--- src/design/rets_pkg.sv ---
`timescale 1ns / 1ps
`default_nettype none
// ----------------------------------------------------------------------------
// rets_pkg
// Shared codes and widths of the tick scheduler.
// ----------------------------------------------------------------------------
package rets_pkg;

   localparam int PARAM_W = 16;
   localparam int SEG_W   = 24;
   localparam int CHOICE_W = 6;
   localparam int COUNT_W  = 5;
   localparam int TASK_CAP = 16;

   localparam logic [1:0] OP_LOAD   = 2'd0;
   localparam logic [1:0] OP_TICK   = 2'd1;
   localparam logic [1:0] OP_FINISH = 2'd2;

   localparam logic [1:0] KIND_LOAD  = 2'd0;
   localparam logic [1:0] KIND_TASK  = 2'd1;
   localparam logic [1:0] KIND_IDLE  = 2'd2;
   localparam logic [1:0] KIND_STATS = 2'd3;

   localparam logic [1:0] REASON_LOST    = 2'd0;
   localparam logic [1:0] REASON_FINISH  = 2'd1;
   localparam logic [1:0] REASON_PREEMPT = 2'd2;

   localparam logic [CHOICE_W-1:0] CHOICE_NONE = 6'h3F;
   localparam logic [CHOICE_W-1:0] CHOICE_IDLE = 6'h3E;

   localparam logic [PARAM_W-1:0] CNT_MAX = '1;
   localparam logic [SEG_W-1:0]   SEG_MAX = '1;

   localparam logic CSR_POLICY     = 1'b0;
   localparam logic CSR_TASK_COUNT = 1'b1;

endpackage
`default_nettype wire

--- src/design/rets_mod_unit.sv ---
`timescale 1ns / 1ps
`default_nettype none
// ----------------------------------------------------------------------------
// rets_mod_unit
// Restoring remainder unit: tells whether the time is a multiple of a period,
// one dividend bit per cycle.
// ----------------------------------------------------------------------------
module rets_mod_unit
   import rets_pkg::*;
#(
   parameter int TIME_BITS = 24
) (
   input  wire                  clock,
   input  wire                  reset,
   input  wire                  start,
   input  wire [TIME_BITS-1:0]  dividend,
   input  wire [PARAM_W-1:0]    divisor,
   output logic                 done,
   output logic                 rem_zero
);

   localparam int CNT_W = $clog2(TIME_BITS + 1);

   logic [TIME_BITS-1:0] shift_ff, shift_in;
   logic [PARAM_W-1:0]   rem_ff, rem_in;
   logic [CNT_W-1:0]     cnt_ff, cnt_in;
   logic                 run_ff, run_in;
   logic                 done_ff, done_in;
   logic [PARAM_W:0]     trial;

   always_comb begin
      shift_in = shift_ff;
      rem_in   = rem_ff;
      cnt_in   = cnt_ff;
      run_in   = run_ff;
      done_in  = 1'b0;
      trial    = {rem_ff, shift_ff[TIME_BITS-1]};
      if (start) begin
         shift_in = dividend;
         rem_in   = '0;
         cnt_in   = CNT_W'(TIME_BITS);
         run_in   = 1'b1;
      end else if (run_ff) begin
         shift_in = {shift_ff[TIME_BITS-2:0], 1'b0};
         if (trial >= {1'b0, divisor}) begin
            rem_in = PARAM_W'(trial - {1'b0, divisor});
         end else begin
            rem_in = trial[PARAM_W-1:0];
         end
         cnt_in = cnt_ff - 1'b1;
         if (cnt_ff == CNT_W'(1)) begin
            run_in  = 1'b0;
            done_in = 1'b1;
         end
      end
   end

   always_ff @(posedge clock) begin
      if (reset) begin
         run_ff  <= 1'b0;
         done_ff <= 1'b0;
         cnt_ff  <= '0;
      end else begin
         run_ff  <= run_in;
         done_ff <= done_in;
         cnt_ff  <= cnt_in;
      end
      shift_ff <= shift_in;
      rem_ff   <= rem_in;
   end

   assign done     = done_ff;
   assign rem_zero = (rem_ff == '0);

endmodule
`default_nettype wire

--- src/design/rm_edf_tick_scheduler_top.sv ---
`timescale 1ns / 1ps
`default_nettype none
// ----------------------------------------------------------------------------
// rm_edf_tick_scheduler_top
// Periodic task scheduler, rate monotonic or earliest deadline first.
// ----------------------------------------------------------------------------
// The status of a load appears on the next cycle. A tick reads every active
// task entry in turn from the task memory, which has one read and one write
// port, runs its release test through the remainder unit, which retires one
// time bit per cycle, and writes the entry back. A finish gives at most one
// result per cycle. Results are shown for one cycle under rsp_valid and
// cannot be held off; busy can already be low when the last result of an
// item is shown.
// ----------------------------------------------------------------------------
module rm_edf_tick_scheduler_top
   import rets_pkg::*;
#(
   parameter int MAX_TASKS = 16,
   parameter int TIME_BITS = 24
) (
   input  wire                  clock,
   input  wire                  reset,
   input  wire                  start,
   output logic                 busy,
   input  wire [1:0]            req_operation,
   input  wire [3:0]            req_task_index,
   input  wire [PARAM_W-1:0]    req_period,
   input  wire [PARAM_W-1:0]    req_relative_deadline,
   input  wire [PARAM_W-1:0]    req_burst,
   output logic                 rsp_valid,
   output logic [1:0]           rsp_kind,
   output logic [3:0]           rsp_which_task,
   output logic [SEG_W-1:0]     rsp_run_length,
   output logic [1:0]           rsp_end_reason,
   output logic                 rsp_load_ok,
   output logic [PARAM_W-1:0]   rsp_lost_total,
   output logic [PARAM_W-1:0]   rsp_complete_total,
   output logic                 rsp_killed_total,
   output logic                 rsp_last,
   input  wire                  csr_valid,
   output logic                 csr_ready,
   input  wire [0:0]            csr_index,
   input  wire [COUNT_W-1:0]    csr_data
);

   localparam int IW  = (MAX_TASKS > 1) ? $clog2(MAX_TASKS) : 1;
   localparam int KW  = ((TIME_BITS > PARAM_W) ? TIME_BITS : PARAM_W) + 1;
   localparam int CAP = (MAX_TASKS < TASK_CAP) ? MAX_TASKS : TASK_CAP;

   localparam logic [3:0] S_IDLE  = 4'd0;
   localparam logic [3:0] S_T_RD  = 4'd1;
   localparam logic [3:0] S_T_DST = 4'd2;
   localparam logic [3:0] S_T_DIV = 4'd3;
   localparam logic [3:0] S_T_WR  = 4'd4;
   localparam logic [3:0] S_T_CRD = 4'd5;
   localparam logic [3:0] S_T_CWR = 4'd6;
   localparam logic [3:0] S_T_PRD = 4'd7;
   localparam logic [3:0] S_T_REP = 4'd8;
   localparam logic [3:0] S_F_RD  = 4'd9;
   localparam logic [3:0] S_F_EM  = 4'd10;

   typedef struct packed {
      logic [PARAM_W-1:0]   period;
      logic [PARAM_W-1:0]   deadline;
      logic [PARAM_W-1:0]   burst;
      logic [PARAM_W-1:0]   remaining;
      logic [TIME_BITS-1:0] release_t;
      logic [PARAM_W-1:0]   lost;
      logic [PARAM_W-1:0]   complete;
   } entry_type;

   // Task memory with a registered read port.
   entry_type      mem [MAX_TASKS];
   entry_type      rd_data_ff;
   logic           rd_valid_ff;
   logic [MAX_TASKS-1:0] valid_ff, valid_in;
   logic           mem_we, mem_re;
   logic [IW-1:0]  mem_wa, mem_ra;
   entry_type      mem_wd;
   entry_type      e;

   logic [3:0]            state_ff, state_in;
   logic                  policy_ff, policy_in;
   logic [COUNT_W-1:0]    count_ff, count_in;
   logic [COUNT_W-1:0]    n_act;
   logic [COUNT_W-1:0]    i_ff, i_in;
   logic [CHOICE_W-1:0]   choice_ff, choice_in;
   logic [CHOICE_W-1:0]   prev_ff, prev_in;
   logic [KW-1:0]         best_ff, best_in;
   logic [TIME_BITS-1:0]  time_ff, time_in;
   logic [SEG_W-1:0]      seg_ff, seg_in;

   logic                  rsp_valid_ff, rsp_valid_in;
   logic [1:0]            rsp_kind_ff, rsp_kind_in;
   logic [3:0]            rsp_task_ff, rsp_task_in;
   logic [SEG_W-1:0]      rsp_len_ff, rsp_len_in;
   logic [1:0]            rsp_reason_ff, rsp_reason_in;
   logic                  rsp_ok_ff, rsp_ok_in;
   logic [PARAM_W-1:0]    rsp_lost_ff, rsp_lost_in;
   logic [PARAM_W-1:0]    rsp_comp_ff, rsp_comp_in;
   logic                  rsp_killed_ff, rsp_killed_in;
   logic                  rsp_last_ff, rsp_last_in;

   logic                  div_start, div_done, div_rem_zero;

   // Per-entry update terms of the tick pass, with the load check and prev test.
   logic                  released, hit, load_ok, prev_is_task;
   logic [PARAM_W-1:0]    rw1, rw2, lost2, dec;
   logic [TIME_BITS-1:0]  rt1;
   logic [KW-1:0]         dsum, key;

   rets_mod_unit #(
      .TIME_BITS (TIME_BITS)
   ) u_mod (
      .clock    (clock),
      .reset    (reset),
      .start    (div_start),
      .dividend (time_ff),
      .divisor  (e.period),
      .done     (div_done),
      .rem_zero (div_rem_zero)
   );

   assign e = rd_valid_ff ? rd_data_ff : '0;

   always_comb begin
      if (count_ff > COUNT_W'(CAP)) begin
         n_act = COUNT_W'(CAP);
      end else begin
         n_act = count_ff;
      end
   end

   always_comb begin
      released = (e.period != '0) && div_rem_zero;
      rw1      = released ? e.burst : e.remaining;
      rt1      = released ? time_ff : e.release_t;
      dsum     = KW'(rt1) + KW'(e.deadline);
      hit      = (dsum[TIME_BITS-1:0] == time_ff);
      rw2      = (hit && rw1 != '0) ? '0 : rw1;
      lost2    = (hit && rw1 != '0 && e.lost != CNT_MAX) ? e.lost + 1'b1 : e.lost;
      key      = policy_ff ? dsum : KW'(e.period);
      dec      = e.remaining - 1'b1;
      load_ok  = (32'(req_task_index) < MAX_TASKS) && (req_period != '0)
                 && (req_burst <= req_relative_deadline)
                 && (req_relative_deadline <= req_period);
      prev_is_task = (prev_ff != CHOICE_NONE) && (prev_ff != CHOICE_IDLE);
   end

   always_comb begin
      state_in  = state_ff;
      policy_in = policy_ff;
      count_in  = count_ff;
      i_in      = i_ff;
      choice_in = choice_ff;
      prev_in   = prev_ff;
      best_in   = best_ff;
      time_in   = time_ff;
      seg_in    = seg_ff;
      valid_in  = valid_ff;
      mem_we    = 1'b0;
      mem_re    = 1'b0;
      mem_wa    = IW'(i_ff);
      mem_ra    = IW'(i_ff);
      mem_wd    = e;
      div_start = 1'b0;
      rsp_valid_in  = 1'b0;
      rsp_kind_in   = KIND_LOAD;
      rsp_task_in   = '0;
      rsp_len_in    = '0;
      rsp_reason_in = REASON_LOST;
      rsp_ok_in     = 1'b0;
      rsp_lost_in   = '0;
      rsp_comp_in   = '0;
      rsp_killed_in = 1'b0;
      rsp_last_in   = 1'b0;

      if (csr_valid) begin
         unique case (csr_index)
            CSR_POLICY:     policy_in = csr_data[0];
            CSR_TASK_COUNT: count_in  = csr_data;
            default: ;
         endcase
      end

      unique case (state_ff)
         S_IDLE: begin
            if (start) begin
               case (req_operation)
                  OP_LOAD: begin
                     if (load_ok) begin
                        mem_we    = 1'b1;
                        mem_wa    = IW'(req_task_index);
                        mem_wd    = '{period: req_period,
                                      deadline: req_relative_deadline,
                                      burst: req_burst, remaining: '0,
                                      release_t: '0, lost: '0, complete: '0};
                        valid_in[IW'(req_task_index)] = 1'b1;
                     end
                     rsp_valid_in = 1'b1;
                     rsp_kind_in  = KIND_LOAD;
                     rsp_task_in  = req_task_index;
                     rsp_ok_in    = load_ok;
                     rsp_last_in  = 1'b1;
                  end
                  OP_TICK: begin
                     i_in      = '0;
                     choice_in = CHOICE_IDLE;
                     best_in   = '0;
                     state_in  = (n_act == '0) ? S_T_CRD : S_T_RD;
                  end
                  OP_FINISH: begin
                     if (prev_ff == CHOICE_IDLE) begin
                        rsp_valid_in = 1'b1;
                        rsp_kind_in  = KIND_IDLE;
                        rsp_len_in   = seg_ff;
                        rsp_last_in  = (n_act == '0);
                     end
                     i_in     = '0;
                     state_in = S_F_RD;
                  end
                  default: ;
               endcase
            end
         end
         S_T_RD: begin
            mem_re   = 1'b1;
            state_in = S_T_DST;
         end
         S_T_DST: begin
            div_start = 1'b1;
            state_in  = S_T_DIV;
         end
         S_T_DIV: begin
            if (div_done) begin
               state_in = S_T_WR;
            end
         end
         S_T_WR: begin
            if (rd_valid_ff) begin
               mem_we = 1'b1;
               mem_wd = e;
               mem_wd.remaining = rw2;
               mem_wd.release_t = rt1;
               mem_wd.lost      = lost2;
            end
            // Strict compare keeps the lowest index on equal keys.
            if (rw2 != '0 && (choice_ff == CHOICE_IDLE || key < best_ff)) begin
               choice_in = CHOICE_W'(i_ff);
               best_in   = key;
            end
            i_in     = i_ff + 1'b1;
            state_in = (i_ff + 1'b1 < n_act) ? S_T_RD : S_T_CRD;
         end
         S_T_CRD: begin
            if (choice_ff != CHOICE_IDLE) begin
               mem_re   = 1'b1;
               mem_ra   = IW'(choice_ff);
               state_in = S_T_CWR;
            end else begin
               state_in = S_T_PRD;
            end
         end
         S_T_CWR: begin
            mem_we = 1'b1;
            mem_wa = IW'(choice_ff);
            mem_wd = e;
            mem_wd.remaining = dec;
            if (dec == '0 && e.complete != CNT_MAX) begin
               mem_wd.complete = e.complete + 1'b1;
            end
            state_in = S_T_PRD;
         end
         S_T_PRD: begin
            if (prev_is_task) begin
               mem_re = 1'b1;
               mem_ra = IW'(prev_ff);
            end
            state_in = S_T_REP;
         end
         S_T_REP: begin
            if (prev_ff == choice_ff) begin
               if (seg_ff != SEG_MAX) begin
                  seg_in = seg_ff + 1'b1;
               end
            end else begin
               if (prev_ff == CHOICE_IDLE) begin
                  rsp_valid_in = 1'b1;
                  rsp_kind_in  = KIND_IDLE;
                  rsp_len_in   = seg_ff;
                  rsp_last_in  = 1'b1;
               end else if (prev_is_task) begin
                  rsp_valid_in = 1'b1;
                  rsp_kind_in  = KIND_TASK;
                  rsp_task_in  = prev_ff[3:0];
                  rsp_len_in   = seg_ff;
                  rsp_last_in  = 1'b1;
                  // The entry read here already holds this tick's release time,
                  // so the deadline test works on the stored values directly.
                  if (TIME_BITS'(KW'(e.release_t) + KW'(e.deadline)) == time_ff) begin
                     rsp_reason_in = REASON_LOST;
                  end else if (e.remaining == '0) begin
                     rsp_reason_in = REASON_FINISH;
                  end else begin
                     rsp_reason_in = REASON_PREEMPT;
                  end
               end
               seg_in = SEG_W'(1);
            end
            prev_in  = choice_ff;
            time_in  = time_ff + 1'b1;
            state_in = S_IDLE;
         end
         S_F_RD: begin
            if (i_ff < n_act) begin
               mem_re   = 1'b1;
               state_in = S_F_EM;
            end else begin
               state_in = S_IDLE;
            end
         end
         S_F_EM: begin
            rsp_valid_in  = 1'b1;
            rsp_kind_in   = KIND_STATS;
            rsp_task_in   = i_ff[3:0];
            rsp_lost_in   = e.lost;
            rsp_comp_in   = e.complete;
            rsp_killed_in = (e.remaining != '0);
            rsp_last_in   = (i_ff + 1'b1 == n_act);
            i_in          = i_ff + 1'b1;
            state_in      = S_F_RD;
         end
         default: state_in = S_IDLE;
      endcase
   end

   always_ff @(posedge clock) begin
      if (mem_we) begin
         mem[mem_wa] <= mem_wd;
      end
      if (mem_re) begin
         rd_data_ff <= mem[mem_ra];
      end
   end

   always_ff @(posedge clock) begin
      if (reset) begin
         state_ff     <= S_IDLE;
         policy_ff    <= 1'b0;
         count_ff     <= '0;
         i_ff         <= '0;
         choice_ff    <= CHOICE_IDLE;
         prev_ff      <= CHOICE_NONE;
         best_ff      <= '0;
         time_ff      <= '0;
         seg_ff       <= '0;
         valid_ff     <= '0;
         rd_valid_ff  <= 1'b0;
         rsp_valid_ff <= 1'b0;
      end else begin
         state_ff     <= state_in;
         policy_ff    <= policy_in;
         count_ff     <= count_in;
         i_ff         <= i_in;
         choice_ff    <= choice_in;
         prev_ff      <= prev_in;
         best_ff      <= best_in;
         time_ff      <= time_in;
         seg_ff       <= seg_in;
         valid_ff     <= valid_in;
         if (mem_re) begin
            rd_valid_ff <= valid_ff[mem_ra];
         end
         rsp_valid_ff <= rsp_valid_in;
      end
      rsp_kind_ff   <= rsp_kind_in;
      rsp_task_ff   <= rsp_task_in;
      rsp_len_ff    <= rsp_len_in;
      rsp_reason_ff <= rsp_reason_in;
      rsp_ok_ff     <= rsp_ok_in;
      rsp_lost_ff   <= rsp_lost_in;
      rsp_comp_ff   <= rsp_comp_in;
      rsp_killed_ff <= rsp_killed_in;
      rsp_last_ff   <= rsp_last_in;
   end

   assign busy               = (state_ff != S_IDLE);
   assign csr_ready          = 1'b1;
   assign rsp_valid          = rsp_valid_ff;
   assign rsp_kind           = rsp_kind_ff;
   assign rsp_which_task     = rsp_task_ff;
   assign rsp_run_length     = rsp_len_ff;
   assign rsp_end_reason     = rsp_reason_ff;
   assign rsp_load_ok        = rsp_ok_ff;
   assign rsp_lost_total     = rsp_lost_ff;
   assign rsp_complete_total = rsp_comp_ff;
   assign rsp_killed_total   = rsp_killed_ff;
   assign rsp_last           = rsp_last_ff;

endmodule
`default_nettype wire
--- config.mk ---
export PLATFORM = sky130hd
export DESIGN_NAME = rm_edf_tick_scheduler_top
export DESIGN_NICKNAME = d
export VERILOG_FILES = /design/src/design/rets_pkg.sv /design/src/design/rets_mod_unit.sv /design/src/design/rm_edf_tick_scheduler_top.sv
export SDC_FILE = /design/constraint.sdc
export NUM_CORES = 2
export LEC_CHECK = 0
export ABC_AREA = 1
export BUFFER_PORTS_ARGS = -buffer_cell sky130_fd_sc_hd__buf_2
export CELL_PAD_IN_SITES_DETAIL_PLACEMENT = 1
export CELL_PAD_IN_SITES_GLOBAL_PLACEMENT = 2
export CORE_UTILIZATION = 30
export CTS_BUF_LIST = sky130_fd_sc_hd__clkbuf_16
export CTS_CLUSTER_SIZE = 16
export DETAILED_ROUTE_END_ITERATION = 7
export GPL_TIMING_DRIVEN = 0
export PLACE_DENSITY = 0.69
export SLEW_MARGIN = 10
export SYNTH_ARGS = -nofsm -noshare
export SYNTH_HDL_FRONTEND = slang
export SYNTH_SLANG_ARGS = --single-unit
--- constraint.sdc ---
create_clock -name clock -period 7.4 [get_ports clock]
set_input_delay 0.37 -clock clock [delete_from_list [all_inputs] [get_ports clock]]
set_output_delay 0.37 -clock clock [all_outputs]
set_load 0.1 [all_outputs]
## Word-level counts from Yosys, hierarchy flattened

Memory sizes are Yosys's and may differ from the RTL's. A register that Yosys moved wholly into a read port is not among the register bits.
Index checks and enable logic that the tools add are counted.

- Register bits after elaboration: 232
- Bits in writable memories: 1920
- Output and inout port bits: 70
- Logic and storage cells: 220
- Memories kept: 1

Memory list:

| memory | words | width | rd ports | clocked after memory_dff | wr ports | RTL line | source |
|---|---|---|---|---|---|---|---|
| mem | 16 | 120 | 1 | 1 | 1 | rm_edf_tick_scheduler_top.sv:73 | `entry_type mem [MAX_TASKS];` |

- Add/sub/neg operators: 10
- Order comparisons: 10
- Equality and inequality tests: 32
- Multiplexer cells: 97
- Bitwise logic cells: 5
- Reductions and logical operators: 38

Operator list:

| cell | count |
|---|---|
| 120-bit two-way mux | 4 |
| 120-bit one-hot mux with 3 select lines | 1 |
| 24-bit two-way mux | 11 |
| 25-bit two-way mux | 4 |
| 16-bit two-way mux | 5 |
| 16-bit nonzero test | 5 |
| 72-bit two-way mux | 1 |
| 4-bit two-way mux | 13 |
| 25-bit one-hot mux with 2 select lines | 1 |
| 24-bit by 1-bit adder with 24-bit output, second input constant | 2 |
| 24-bit equality test | 2 |
| 16-bit logical NOT | 3 |
| 24-bit one-hot mux with 2 select lines | 1 |
| 4-bit one-hot mux with 10 select lines | 1 |
| 16-bit by 1-bit adder with 16-bit output, second input constant | 2 |
| 16-bit <= comparator | 2 |
| 16-bit != test, second input constant | 2 |
| 24-bit by 16-bit adder with 25-bit output | 1 |
| 25-bit less-than comparator | 1 |
| 5-bit two-way mux | 5 |
| 24-bit by 16-bit adder with 24-bit output | 1 |
| 1-bit two-way mux | 24 |
| 24-bit != test, second input constant | 1 |
| 4-bit one-hot mux with 2 select lines | 3 |
| other kinds (50) | 96 |

## Depth between registers and ports, before layout

- Depth after elaboration: 12
- Gate-level depth with buffers: 39
- Mapped depth without buffers: 34

## By module

Synthesis repeated with hierarchy kept, for this count alone.

- Cells, all modules: 8990
- Area total of the unflattened synthesis: 98181.7 µm²

By module, submodules not included:

| module | times used | cells an instance | area each (µm²) | seq. area each (µm²) |
|---|---|---|---|---|
| rm_edf_tick_scheduler_top | 1 | 8501 | 94882.2 | 64962.3 |
| rets_mod_unit | 1 | 489 | 3299.4 | 1181.1 |

## Worst setup path before layout

Ideal clock, no wire load.

- Path kind: reg2reg
- Start: reg state_ff[0]
- End: mem mem[11][0] (netlist bit) (enable)
- Setup time: 602 ps
- Arrival time: 7680 ps
- Path slack: -882 ps
- Cell stages (with the launch flop): 12
- Path buffers: 1
- Period minus slack after synthesis: 8282 ps
- Cells stage by stage: dfxtp_1 > nor2_1 > nand2_1 > clkbuf_1 > inv_1 > o21ai_0 > inv_1 > o21ai_0 > inv_1 > nor2_1 > inv_1 > nor2_1

- Word-level cells in the longest chain between the ends: 4
- Elaborated cells between the ends (all ways): 7

RTL lines:

| what | RTL line | source |
|---|---|---|
| start: declaration | rm_edf_tick_scheduler_top.sv:82 | `logic [3:0] state_ff, state_in;` |
| start signal: assignment | rm_edf_tick_scheduler_top.sv:361 | `state_ff <= state_in;` |
| 4-bit by 3-bit equality test with 1-bit output / 4-bit logical NOT (equally long branches) | rm_edf_tick_scheduler_top.sv:186 | `unique case (state_ff)` |
| 1-bit one-hot mux with 3 select lines | rm_edf_tick_scheduler_top.sv:186 |  |
| 1-bit two-way mux | rm_edf_tick_scheduler_top.sv:338 | `if (mem_we) begin` |
| 1-bit two-way mux (not written as such) | rm_edf_tick_scheduler_top.sv:339 | `mem[mem_wa] <= mem_wd;` |
| end: declaration | rm_edf_tick_scheduler_top.sv:73 |  |

Several ways; a longest one is shown, not always the timed one.

==> flow_metrics.py <==
metrics = {
    "run_status": {
        "status": "complete, no violations",
    },
    "cells_and_area": {
        "seqCellArea_um2": 66140,
        "final_cell_area_um2": 117400,
        "utilization_pct": 35.78,
        "multi_input_area_um2": 27390,
        "nets": 9480,
        "fillCellCount": 35560,
        "layout-drive-gt1-share_pct": 10.21,
        "area_growth_pct": 18.37,
    },
    "critical_path": {
        "cp-end-kind": "register",
        "max_stage_delay_ns": 0.56,
        "critPathSlowestCell": "o21ai_2",
        "critical-path-top-delay-family": "simple AND/OR/NAND/NOR gates",
        "cp.arrival_ns": 7.87,
        "critPathBufInv": 6,
        "path_class": "reg -> reg",
        "critPathMaxFanout": 19,
        "startpoint_type": "register",
        "required_ns": 8.00,
        "cp_common_cell": "nand2_1",
    },
    "pwr": {
        "switchingPower_w": 0.01340,
        "combPwrFrac_pct": 27.5,
        "p_per_area_nw_per_um2": 325.0,
        "p_int_w": 0.02475,
        "vdd_drop_max_mv": 0.2229,
        "p_seq_share_pct": 41.4,
        "switching_share_pct": 35.13,
        "p_clk_share_pct": 31.1,
        "p_leak_nw": 42.49,
    },
    "global_route": {
        "gr-total-overflow": 0,
        "antenna_found_initial": 25,
        "grt_pass1_vias": 73560,
        "track_usage_pct": 22.63,
        "grt_max_degree": 26,
        "grt_pass1_wl_um": 541500,
    },
    "yosys": {
        "synth_flop_cell": "edfxtp_1",
        "post-synth-top-area-fraction_pct": 62.48,
        "synth_area_leaders": "edfxtp_1 (62%), nand2_1 (5.1%), inv_1 (4.2%)",
        "synth_cell_types": 62,
        "synthTopCellsByCount": "edfxtp_1 (2064), nand2_1 (1354), inv_1 (1113), o21ai_0 (817), a21oi_1 (422)",
        "synth_edf_count": 2064,
        "synth_area_leader_cell": "edfxtp_1",
        "synthesis.nets": 8848,
        "synth-seq-cells": 2272,
        "synthArstFlopShare_pct": 0,
        "syn_inst": 8655,
        "synth.most_common_cell": "edfxtp_1",
        "synth-warning-count": 0,
        "yosysSeqAreaShare_pct": 66.67,
        "netlist_area_um2": 99210,
        "syn_avg_cell_area_um2": 11.46,
    },
    "clock_tree": {
        "clock_latency_ns": 0.93,
        "ctsLongestPathBuffers": 4,
        "root_buffer": "clkbuf_16",
        "cts_tree": "done",
        "htreeDepth": 4,
        "cts_made_buffers": 246,
        "clkTransAtPathRegs_ns": 0.07,
        "cts.sinks": 2272,
    },
    "place": {
        "portBuffers": 132,
        "detailed_place_hpwl_um": 286100,
        "dpl_cell_area_um2": 109100,
        "place_worst_setup_slack_ns": -3.504,
        "routabilityCongestion": 0.9207,
    },
    "worst_hold_path": {
        "worstHoldPathType": "in -> reg",
    },
    "drt": {
        "routed_wl_um": 384100,
        "drt_iter0_drc": 6668,
        "wl_per_cell_um": 27.74,
        "num_vias": 71880,
        "drt-pass1-iter-count": 6,
        "viasPerCell": 5.192,
        "antenna_left": 0,
        "drc": 0,
    },
    "floorplan": {
        "die_w_um": 577.1,
        "rows": 210,
        "ios": 134,
        "start_util_pct": 30.23,
        "dieArea_um2": 333000,
        "core_area_um2": 328200,
        "die_y_um": 577.1,
    },
    "timing": {
        "fin_skew_ns": 0.06447,
        "fin_setup_tns_ns": 0,
        "max_freq_mhz": 137.6,
        "min_period_ns": 7.269,
        "tightest_slew_ns": 1.350,
        "fin_crit_sh_pct": 98.23,
        "hold_viol": 0,
        "layout_setup_ws_ns": 0.1312,
        "max-slew-margin-rel_pct": 9.972,
        "drv_slew": 0,
        "setup_viol": 0,
        "grt_setup_unrepaired": "no",
    },
    "job": {
        "drv_cap": 0,
    },
}
cells by family after synthesis:
kind of cell / after synthesis / share of synthesized area, %
AND/OR/NAND/NOR: 2347 / 10.04
flip-flops: 2272 / 66.67
AO/OA/AOI/OAI: 1971 / 12.12
buffers and inverters: 1599 / 6.227
multiplexers: 240 / 2.422
adder cells (fa/ha/maj): 129 / 1.650
XOR/XNOR: 96 / 0.8614
other: 1 / 0.003780
power by group through the flow:
stage / clock network (W) / registers (W) / logic (W)
after global routing: 0.0125 / 0.0158 / 0.0112
final: 0.0119 / 0.0158 / 0.0105
after detailed placement: 0 / 0.0161 / 0.0103
after global placement: 0 / 0.0161 / 0.00895
after CTS: 0.0121 / 0.0158 / 0.0104
after floorplan: 0 / 0.0161 / 0.00545
per-layer routing:
layer / share of wire (%) / vias to the layer above / GRT usage, %
met4: 4.4 / 0 / 9.249
met3: 5.9 / 634 / 3.227
li1: - / 32160 / -
met2: 46 / 2307 / 36.77
met1: 44 / 36780 / 30.32
met5: 0 / - / 0
worst paths after layout:
check | start | end | slack [ns] | cells after the start
setup reg to reg | rd_valid_ff$_SDFFE_PP0P_ | mem[5][16]$_DFFE_PP_ | 0.13 | 26
setup / recovery | rd_valid_ff$_SDFFE_PP0P_ | mem[5][16]$_DFFE_PP_ | 0.13 | 26
hold / removal | req_relative_deadline[9] | mem[4][97]$_DFFE_PP_ | 0.06 | 3
hold reg to reg | seg_ff[23]$_SDFFE_PP0P_ | seg_ff[23]$_SDFFE_PP0P_ | 0.46 | 1
final cells by class:
cell class | instances | share of cell area, %
Buffer | 475 | 1.734
Inverter | 1122 | 3.587
Clock buffer | 247 | 5.264
Multi-Input combinational cell | 4784 | 23.32
Tap cell | 4346 | 4.631
Clock inverter | 202 | 1.226
Timing Repair Buffer | 386 | 3.883
Sequential cell | 2272 | 56.33
Antenna cell | 12 | 0.02557
registers in the layout, summed over array words and instances, names as in the netlist, 4 cells and up:
name	count
seg_ff	24
rsp_lost_total	16
state_ff	4
u_mod.rem_ff	16
u_mod.shift_ff	24
best_ff	25
rd_data_ff	120
u_mod.cnt_ff	5
prev_ff	6
valid_ff	16
rsp_complete_total	16
rsp_run_length	24
mem	1920
time_ff	24
i_ff	5
count_ff	5
choice_ff	6
rsp_which_task	4
worst min-delay path: stages:
cell and delay (ns):
buf_2 0.17, nand2_1 0.09, o21ai_1 0.12
metrics by stage:
step / power [W] / instances / hold slack, ns
after floorplan: 0.02151 / 8655 / 0.4222
after global placement: 0.02501 / 13130 / 0.4433
after detailed placement: 0.02633 / 13350 / 0.4486
after CTS: 0.03825 / 13830 / 0.001347
after global routing: 0.03953 / 13840 / 0.03683
final: 0.03816 / 13850 / 0.05800
placed cells by master, fill, tap and decap left out, drive strengths merged, types with 26 or more instances in the layout:
cell type,count
mux2i,240
inv,1189
o221ai,134
dlygate4sd3,34
nand4,92
o311ai,121
o211ai,374
nand3,352
ha,126
dfxtp,208
edfxtp,2064
o21ai,828
xor2,69
buf,475
nor2,421
xnor2,26
clkbuf,599
a21oi,433
clkinv,110
nand2,1366
nor3,63
timing repair:
action,4_1_cts,5_1_grt
hold buffers,34,0
buffers inserted,0,4
pin swaps,0,1
hold endpoints to repair,54,0
gates cloned,0,0
resized for setup,56,10
endpoints found under the setup margin,673,346
Note: power is estimated with default switching activity, not from simulation.
